--- src/hw/rtl/trd_pkg.sv ---
// Shared types, constants and helpers for the tilemap run-length decoder.
package trd_pkg;

	localparam int unsigned CodeW    = 8;
	localparam int unsigned CountW   = 6;
	localparam int unsigned TileW    = 8;
	localparam int unsigned PosW     = 6;
	localparam int unsigned CprW     = 7;
	localparam int unsigned LimitW   = 13;
	localparam int unsigned CfgAddrW = 1;
	localparam int unsigned CfgDataW = 13;
	localparam int unsigned OutDataW = 48;
	localparam int unsigned FifoDepth = 2;

	// Configuration register indexes.
	localparam logic [CfgAddrW-1:0] REG_COLUMNS_PER_ROW = 1'b0;
	localparam logic [CfgAddrW-1:0] REG_BYTE_LIMIT      = 1'b1;

	localparam logic [CprW-1:0]   COLUMNS_RESET = 7'd32;
	localparam logic [LimitW-1:0] LIMIT_RESET   = 13'd1024;
	localparam logic [LimitW-1:0] BYTES_MAX     = 13'h1FFF;
	localparam logic [CodeW-1:0]  END_CODE      = 8'hFF;

	// Mode field of a control byte.
	localparam logic [1:0] MODE_PAIR = 2'b11;
	localparam logic [1:0] MODE_REP  = 2'b10;
	localparam logic [1:0] MODE_INC  = 2'b01;
	localparam logic [1:0] MODE_LIT  = 2'b00;

	typedef enum logic [2:0] {
		CMD_PAIR,
		CMD_REP,
		CMD_INC,
		CMD_LIT,
		CMD_END
	} cmd_kind_t;

	typedef struct packed {
		cmd_kind_t         kind;
		logic [CountW-1:0] count;
		logic [TileW-1:0]  tile_a;
		logic [TileW-1:0]  tile_b;
		logic              clr;
	} cmd_t;

	typedef struct packed {
		logic [PosW-1:0] row;
		logic [PosW-1:0] column;
	} pos_t;

	// Step one placement forward, wrapping at the row width or at 64.
	function automatic pos_t advance(pos_t p, logic [CprW-1:0] cpr);
		logic [CprW-1:0] nxt;
		pos_t            r;
		nxt = {1'b0, p.column} + 7'd1;
		if (nxt >= cpr || nxt[CprW-1]) begin
			r.column = '0;
			r.row    = p.row + 6'd1;
		end else begin
			r.column = nxt[PosW-1:0];
			r.row    = p.row;
		end
		return r;
	endfunction

endpackage

--- src/hw/rtl/tilemap_rle_decoder.sv ---
// Top level of the tilemap run-length decoder: configuration registers and the two halves.
//
//  Channel  Signals                          Carries
//  -------  -------------------------------  ---------------------------------------------
//  s_*      s_tvalid s_tready s_tdata s_tuser one compressed byte; s_tuser = restart
//  m_*      m_tvalid m_tready m_tdata m_tlast one result of up to two placements;
//           m_tuser                           m_tlast = last of its byte, m_tuser = done
//  cfg_*    cfg_we cfg_addr cfg_wdata         register writes, no read-back
//
// The parser accepts a byte whenever the two-entry command queue has room.
// A run expands in the generator at one result per cycle while the output register
// can take it, once the command is loaded from the queue; the parser stalls only
// when both queue entries wait behind it.
// The output register holds a result while m_tready is low and the generator stops.
// Reset is asynchronous and needs no clearing pass; the first byte is taken right after.
module tilemap_rle_decoder (
	input  logic                          clk,
	input  logic                          arst_n,
	input  logic                          s_tvalid,
	output logic                          s_tready,
	input  logic [7:0]                    s_tdata,   // [7:0] code_byte
	input  logic                          s_tuser,   // [0] restart
	output logic                          m_tvalid,
	input  logic                          m_tready,
	// [1:0] tiles_in_result, [9:2] first_tile, [15:10] first_column,
	// [21:16] first_row, [29:22] second_tile, [35:30] second_column,
	// [41:36] second_row, [47:42] zero fill
	output logic [trd_pkg::OutDataW-1:0]  m_tdata,
	output logic                          m_tlast,
	output logic                          m_tuser,   // [0] done_res
	input  logic                          cfg_we,
	input  logic [trd_pkg::CfgAddrW-1:0]  cfg_addr,
	input  logic [trd_pkg::CfgDataW-1:0]  cfg_wdata
);
	import trd_pkg::*;

	logic [CprW-1:0]   columns_per_row_q;
	logic [LimitW-1:0] byte_limit_q;

	logic fifo_full;
	logic fifo_empty;
	logic push;
	logic pop;
	cmd_t push_cmd;
	cmd_t head;

	// Configuration is to be written by the user only while the decoder is idle; the block itself does not enforce it.
	always_ff @(posedge clk or negedge arst_n) begin
		if (!arst_n) begin
			columns_per_row_q <= COLUMNS_RESET;
			byte_limit_q      <= LIMIT_RESET;
		end else if (cfg_we) begin
			case (cfg_addr)
				REG_COLUMNS_PER_ROW: columns_per_row_q <= cfg_wdata[CprW-1:0];
				REG_BYTE_LIMIT:      byte_limit_q      <= cfg_wdata[LimitW-1:0];
				default: begin
				end
			endcase
		end
	end

	// The parser owns the byte count, the end flag and the operand sequencing.
	trd_front u_front (
		.clk        (clk),
		.arst_n     (arst_n),
		.s_tvalid   (s_tvalid),
		.s_tready   (s_tready),
		.s_tdata    (s_tdata),
		.s_tuser    (s_tuser),
		.byte_limit (byte_limit_q),
		.fifo_full  (fifo_full),
		.push       (push),
		.push_cmd   (push_cmd)
	);

	trd_cmd_fifo u_fifo (
		.clk      (clk),
		.arst_n   (arst_n),
		.push     (push),
		.push_cmd (push_cmd),
		.full     (fifo_full),
		.pop      (pop),
		.head     (head),
		.empty    (fifo_empty)
	);

	// The generator owns the column and row; a restart reaches it as a flag on
	// the next command, so the position clears in stream order.
	trd_back u_back (
		.clk             (clk),
		.arst_n          (arst_n),
		.columns_per_row (columns_per_row_q),
		.fifo_empty      (fifo_empty),
		.head            (head),
		.pop             (pop),
		.m_tvalid        (m_tvalid),
		.m_tready        (m_tready),
		.m_tdata         (m_tdata),
		.m_tlast         (m_tlast),
		.m_tuser         (m_tuser)
	);

endmodule

--- src/hw/rtl/trd_cmd_fifo.sv ---
// Two-entry command queue between the byte parser and the result generator.
module trd_cmd_fifo (
	input  logic          clk,
	input  logic          arst_n,
	input  logic          push,
	input  trd_pkg::cmd_t push_cmd,
	output logic          full,
	input  logic          pop,
	output trd_pkg::cmd_t head,
	output logic          empty
);
	import trd_pkg::*;

	cmd_t       mem_q [FifoDepth];
	logic       wr_ptr_q;
	logic       rd_ptr_q;
	logic [1:0] cnt_q;

	assign full  = (cnt_q == 2'(FifoDepth));
	assign empty = (cnt_q == 2'd0);
	assign head  = mem_q[rd_ptr_q];

	always_ff @(posedge clk or negedge arst_n) begin
		if (!arst_n) begin
			wr_ptr_q <= 1'b0;
			rd_ptr_q <= 1'b0;
			cnt_q    <= 2'd0;
		end else begin
			if (push) begin
				wr_ptr_q <= ~wr_ptr_q;
			end
			if (pop) begin
				rd_ptr_q <= ~rd_ptr_q;
			end
			if (push && !pop) begin
				cnt_q <= cnt_q + 2'd1;
			end else if (pop && !push) begin
				cnt_q <= cnt_q - 2'd1;
			end
		end
	end

	always_ff @(posedge clk) begin
		if (push) begin
			mem_q[wr_ptr_q] <= push_cmd;
		end
	end

endmodule

--- src/hw/rtl/trd_front.sv ---
// Byte parser: walks the control and operand bytes and queues run commands.
module trd_front (
	input  logic                        clk,
	input  logic                        arst_n,
	input  logic                        s_tvalid,
	output logic                        s_tready,
	input  logic [7:0]                  s_tdata,
	input  logic                        s_tuser,
	input  logic [trd_pkg::LimitW-1:0]  byte_limit,
	input  logic                        fifo_full,
	output logic                        push,
	output trd_pkg::cmd_t               push_cmd
);
	import trd_pkg::*;

	typedef enum logic [2:0] {
		PH_CTRL,
		PH_PAIR_A,
		PH_PAIR_B,
		PH_REP,
		PH_INC,
		PH_LIT
	} phase_t;

	phase_t            phase_q, phase_e, phase_n;
	logic [CountW-1:0] run_q, run_e, run_n;
	logic [TileW-1:0]  held_q, held_n;
	logic [LimitW-1:0] bytes_q, bytes_e, bytes_n;
	logic              ended_q, ended_e, ended_n;
	logic              clr_pend_q;
	logic              accept;
	logic              push_req;
	logic [CountW-1:0] lit_left;

	assign s_tready = !fifo_full;
	assign accept   = s_tvalid && s_tready;
	assign lit_left = run_e - 6'd1;

	// A command enters the queue only on the beat that carries its last byte.
	assign push     = accept && push_req;

	// A restart clears the parser before the byte is looked at.
	always_comb begin
		if (s_tuser) begin
			phase_e = PH_CTRL;
			run_e   = '0;
			bytes_e = '0;
			ended_e = 1'b0;
		end else begin
			phase_e = phase_q;
			run_e   = run_q;
			bytes_e = bytes_q;
			ended_e = ended_q;
		end
	end

	always_comb begin
		phase_n         = phase_e;
		run_n           = run_e;
		held_n          = held_q;
		ended_n         = ended_e;
		bytes_n         = bytes_e;
		push_req        = 1'b0;
		push_cmd.kind   = CMD_END;
		push_cmd.count  = 6'd1;
		push_cmd.tile_a = s_tdata;
		push_cmd.tile_b = s_tdata;
		push_cmd.clr    = clr_pend_q || s_tuser;
		if (!ended_e) begin
			bytes_n = (bytes_e == BYTES_MAX) ? bytes_e : bytes_e + 13'd1;
			case (phase_e)
				PH_PAIR_A: begin
					held_n  = s_tdata;
					phase_n = PH_PAIR_B;
				end
				PH_PAIR_B: begin
					push_req        = (run_e != '0);
					push_cmd.kind   = CMD_PAIR;
					push_cmd.count  = run_e;
					push_cmd.tile_a = held_q;
					phase_n         = PH_CTRL;
				end
				PH_REP: begin
					push_req       = (run_e != '0);
					push_cmd.kind  = CMD_REP;
					push_cmd.count = run_e;
					phase_n        = PH_CTRL;
				end
				PH_INC: begin
					push_req       = (run_e != '0);
					push_cmd.kind  = CMD_INC;
					push_cmd.count = run_e;
					phase_n        = PH_CTRL;
				end
				PH_LIT: begin
					push_req      = 1'b1;
					push_cmd.kind = CMD_LIT;
					run_n         = lit_left;
					if (lit_left == '0) begin
						phase_n = PH_CTRL;
					end
				end
				default: begin
					if (s_tdata == END_CODE || bytes_e >= byte_limit) begin
						push_req = 1'b1;
						ended_n  = 1'b1;
						phase_n  = PH_CTRL;
					end else begin
						run_n = s_tdata[CountW-1:0];
						case (s_tdata[7:6])
							MODE_PAIR: phase_n = PH_PAIR_A;
							MODE_REP:  phase_n = PH_REP;
							MODE_INC:  phase_n = PH_INC;
							default:   phase_n = (s_tdata[CountW-1:0] != '0) ? PH_LIT : PH_CTRL;
						endcase
					end
				end
			endcase
		end
	end

	always_ff @(posedge clk or negedge arst_n) begin
		if (!arst_n) begin
			phase_q    <= PH_CTRL;
			run_q      <= '0;
			held_q     <= '0;
			bytes_q    <= '0;
			ended_q    <= 1'b0;
			clr_pend_q <= 1'b0;
		end else if (accept) begin
			phase_q    <= phase_n;
			run_q      <= run_n;
			held_q     <= held_n;
			bytes_q    <= bytes_n;
			ended_q    <= ended_n;
			clr_pend_q <= push ? 1'b0 : (clr_pend_q || s_tuser);
		end
	end

endmodule

--- src/hw/rtl/trd_back.sv ---
// Result generator: expands queued commands into placements and tracks the position.
module trd_back (
	input  logic                          clk,
	input  logic                          arst_n,
	input  logic [trd_pkg::CprW-1:0]      columns_per_row,
	input  logic                          fifo_empty,
	input  trd_pkg::cmd_t                 head,
	output logic                          pop,
	output logic                          m_tvalid,
	input  logic                          m_tready,
	output logic [trd_pkg::OutDataW-1:0]  m_tdata,
	output logic                          m_tlast,
	output logic                          m_tuser
);
	import trd_pkg::*;

	cmd_t              cur_q;
	logic [CountW-1:0] rem_q;
	logic              busy_q;
	pos_t              pos_q;
	logic              m_tvalid_q;
	logic [OutDataW-1:0] m_tdata_q;
	logic              m_tlast_q;
	logic              m_tuser_q;

	logic              fire;
	pos_t              p1, p2, pos1, pos2, pos_nxt;
	logic [1:0]        tiles;
	logic [TileW-1:0]  t1, t2;
	logic              done;

	assign pop  = !busy_q && !fifo_empty;
	assign fire = busy_q && (!m_tvalid_q || m_tready);
	assign p1   = advance(pos_q, columns_per_row);
	assign p2   = advance(p1, columns_per_row);

	always_comb begin
		tiles   = 2'd1;
		t1      = cur_q.tile_a;
		t2      = '0;
		pos1    = pos_q;
		pos2    = '0;
		pos_nxt = p1;
		done    = 1'b0;
		case (cur_q.kind)
			CMD_PAIR: begin
				tiles   = 2'd2;
				t2      = cur_q.tile_b;
				pos2    = p1;
				pos_nxt = p2;
			end
			CMD_END: begin
				tiles   = 2'd0;
				t1      = '0;
				pos1    = '0;
				pos_nxt = pos_q;
				done    = 1'b1;
			end
			default: begin
			end
		endcase
	end

	always_ff @(posedge clk or negedge arst_n) begin
		if (!arst_n) begin
			busy_q     <= 1'b0;
			rem_q      <= '0;
			pos_q      <= '0;
			m_tvalid_q <= 1'b0;
		end else begin
			if (pop) begin
				busy_q <= 1'b1;
				rem_q  <= head.count;
				if (head.clr) begin
					pos_q <= '0;
				end
			end
			if (fire) begin
				m_tvalid_q <= 1'b1;
				pos_q      <= pos_nxt;
				rem_q      <= rem_q - 6'd1;
				if (rem_q == 6'd1) begin
					busy_q <= 1'b0;
				end
			end else if (m_tready) begin
				m_tvalid_q <= 1'b0;
			end
		end
	end

	always_ff @(posedge clk) begin
		if (pop) begin
			cur_q <= head;
		end else if (fire && cur_q.kind == CMD_INC) begin
			cur_q.tile_a <= cur_q.tile_a + 8'd1;
		end
		if (fire) begin
			m_tdata_q <= {6'b0, pos2.row, pos2.column, t2, pos1.row, pos1.column, t1, tiles};
			m_tlast_q <= (rem_q == 6'd1);
			m_tuser_q <= done;
		end
	end

	assign m_tvalid = m_tvalid_q;
	assign m_tdata  = m_tdata_q;
	assign m_tlast  = m_tlast_q;
	assign m_tuser  = m_tuser_q;

endmodule

--- config.mk ---
export PLATFORM = sky130hd
export DESIGN_NAME = tilemap_rle_decoder
export DESIGN_NICKNAME = d
export VERILOG_FILES = /design/src/hw/rtl/trd_pkg.sv /design/src/hw/rtl/tilemap_rle_decoder.sv /design/src/hw/rtl/trd_cmd_fifo.sv /design/src/hw/rtl/trd_front.sv /design/src/hw/rtl/trd_back.sv
export SDC_FILE = /design/constraint.sdc
export NUM_CORES = 1
export LEC_CHECK = 0
export ABC_CLOCK_PERIOD_IN_PS = 14000
export BUFFER_PORTS_ARGS = -buffer_cell sky130_fd_sc_hd__buf_4
export CELL_PAD_IN_SITES_DETAIL_PLACEMENT = 0
export CELL_PAD_IN_SITES_GLOBAL_PLACEMENT = 1
export CORE_ASPECT_RATIO = 0.8
export CORE_MARGIN = 3
export CORE_UTILIZATION = 44
export CTS_CLUSTER_DIAMETER = 150
export CTS_CLUSTER_SIZE = 25
export DETAILED_ROUTE_END_ITERATION = 6
export PLACE_DENSITY_LB_ADDON = 0.1
export SLEW_MARGIN = 20
export SYNTH_ARGS = -nofsm -noshare
export SYNTH_HDL_FRONTEND = slang
export SYNTH_HIERARCHICAL = 1
export SYNTH_SLANG_ARGS = --single-unit
export TNS_END_PERCENT = 5
--- constraint.sdc ---
create_clock -name clk -period 14 [get_ports clk]
set_input_delay 2.8 -clock clk [delete_from_list [all_inputs] [get_ports clk]]
set_output_delay 2.8 -clock clk [all_outputs]
set_load 0.01 [all_outputs]
==> impl_metrics.ini <==
[place]
place_congestion = 0.832
placed_area_mm2 = 0.0106
hpwl_mm = 14.4
place.port_buffers = 73

[grt]
grt_first_pass_wirelength_mm = 33.9
grt_usage_pct = 17.2
antenna_found_initial = 0
grt_start_max_net_pins = 75
grt_overflow_total = 0
grt_use_met1_pct = 25.9
met2_usage_pct = 25.7
use_met3_pct = 3.82
grt_pass1_vias = 6283
top_usage_layer = met1

[hold_path]
min_path_type = reg2reg

[sta]
clock.fmax_ghz = 0.158
finalHoldViolCount = 0
fin_skew_ns = 0.0169
finalMaxSlewViolations = 0
worst_slew_pin_slew_ns = 0.949
rsz0062_at_grt = false
post-route-period-util_pct = 45.2
tns_ns = 0
hold_ws_ns = 0.482
max-slew-margin-rel_pct = 36.8
setup_violations = 0
min_period_ns = 6.33

[die]
core_area_mm2 = 0.0219
die_y_um = 140
initial_core_util_pct = 45.3
die-area_mm2 = 0.0244
num_rows = 48
die_x_um = 174
ioPinCount = 80

[pwr]
power_mw = 2.14
ir_drop_uv = 80.0
powerDensity_mw_per_mm2 = 191
leakagePower_nw = 4.56

[yosys]
yosysWarnings = 6
syn_area_per_cell_um2 = 12.0
synth_area_leaders = edfxtp_1, dfrtp_1, mux2_4, ha_1, mux2_2
synthCells = 829
synth_edf_count = 115
dominantRegCellSynth = edfxtp_1
async_flop_share_pct = 39.8
synth_seq_area_share_pct = 54.1
synth_top_area_share_pct = 34.9
ys_ff_latch = 191
syn_area_mm2 = 0.00991
yosysTopAreaCell = edfxtp_1
synth_cell_type_count = 83

[finish]
antenna_cells = 0
area_delta_synth_final_pct = 13.2
stdcell_area_mm2 = 0.0112
layout-drive-gt1-share_pct = 22.3
postLayoutCoreUtil_pct = 51.3
nNetsFinal = 949

[cts]
root_buffer = clkbuf_16
cts_tree = yes
post_cts_buffers = 0
clock_latency_ns = 0.44
cts_made_buffers = 17
cts_resized = 0
cts_max_level = 4
postCtsHoldBufs = 0
clk_pin_slew_ns = 0.08
clockBufferDepth = 2
clock_sinks = 191

[drt]
dr.pass1.iters = 5
drt-total-wl_mm = 20.6
route.detailed.drc = 0
wl_per_cell_um = 17.2
first_iter_violations = 435
viasPerCell = 5.31
ant_nets = 0
vias = 6376

[critical_path]
cp_max_fo = 11
endpoint_kind = flip-flop
critPathKind = reg2reg
worstSetupStartpointType = flip-flop
cp.arrival_ns = 6.68
required_ns = 14.36

[run_status]
status = finished, final reports clean

[run]
cap_violations = 0
[report_power, final]
part | internal [mW] | leakage, nW | switching (mW) | total, mW
logic | 0.337 | 2.26 | 0.439 | 0.776
registers | 0.776 | 2.02 | 0.109 | 0.885
clock network | 0.241 | 0.286 | 0.236 | 0.477
total | 1.35 | 4.56 | 0.785 | 2.14
[metrics by stage]
step           instances  worst slack [ns]
2_1_floorplan        834              7.57
3_3_place_gp        1167              7.68
3_5_place_dp        1167              7.61
4_1_cts             1199              7.78
5_1_grt             1200              7.19
6_report            1200              7.67
[worst max-delay path: stages (launching register included)]
cell,delay (ns)
dfrtp_1,0.54
ha_1,0.31
and3_2,0.20
xnor2_1,0.60
inv_1,0.19
ha_1,0.34
a21oi_1,0.17
o21a_1,0.19
o211a_1,0.38
nand2_1,0.16
inv_1,0.10
ha_1,0.27
nand2_1,0.08
nor3_1,0.19
a41oi_2,0.13
or2b_1,0.29
a21oi_1,0.19
ha_1,0.28
a21oi_1,0.12
o21ai_0,0.10
a21oi_1,0.47
o41a_1,0.48
o31ai_1,0.15
o21ai_0,0.18
nor2b_1,0.14
[Yosys cell counts, types with 26 or more instances]
cell type,instances
a21oi_1,30
dfrtp_1,74
edfxtp_1,115
ha_1,34
inv_1,37
mux2_2,26
mux2_4,36
nand2_1,58
nor2_1,53
nor2b_1,37
nor3_1,29
o21ai_0,33
[final timing paths]
check                                     start  slack (ns)  cells past startpoint              endpoint
worst min-delay path            u_back/rem_q[4]        0.48                      1       u_back/rem_q[4]
worst max register to register  u_back/pos_q[0]        7.67                     24       u_back/pos_q[9]
worst max-delay path            u_back/pos_q[0]        7.67                     24       u_back/pos_q[9]
max in group asynchronous                arst_n       10.98                      3  columns_per_row_q[5]
worst min register to register  u_back/rem_q[4]        0.48                      1       u_back/rem_q[4]
min in group asynchronous                arst_n        2.15                      1       u_back/m_tvalid
[routing by layer]
layer	wire length (µm)	up-vias
met3	921	10
met1	10600	3129
met5	0	-
met2	8990	139
li1	-	3098
met4	159	0
[area by class of cell]
class,instances,area (µm²)
Sequential cell,191,5360
Tap cell,300,375
Fill cell,1959,10700
Timing Repair Buffer,81,628
Clock buffer,18,429
Inverter,38,143
Multi-Input combinational cell,558,4120
Clock inverter,14,158
[cell families after synthesis]
logic type	after synthesis	share of synthesized area [%]
simple gates	285	15.1
flops	191	54.1
compound gates	131	9.69
buf+inv	85	4.63
mux	68	9.02
fa+ha+maj	35	4.41
xor+xnor	33	2.99
other cells	1	0.0379
[flip-flops by register name, indices dropped and copies added, names as in the netlist, 2 cells and up]
register	flops
u_fifo/cnt_q	2
u_front/phase_q	3
u_back/m_tdata	42
columns_per_row_q	7
u_back/cur_q	19
u_front/run_q	6
u_back/pos_q	12
u_back/rem_q	6
u_fifo/mem_q	52
u_front/bytes_q	13
u_front/held_q	8
byte_limit_q	13
[cells in the final DEF, fill, tap and decap left out, types with 11 or more instances in the layout]
cell       count
edfxtp_1     115
buf_4         80
dfrtp_1       74
nand2_1       58
nor2_1        52
inv_1         37
mux2_4        36
nor2b_1       36
ha_1          34
o21ai_0       33
a21oi_1       30
nor3_1        29
mux2_2        26
nand2b_1      23
xor2_1        21
nand3_1       19
clkbuf_16     17
and2_1        17
xnor2_1       11
(Power assumes the default switching activity.)
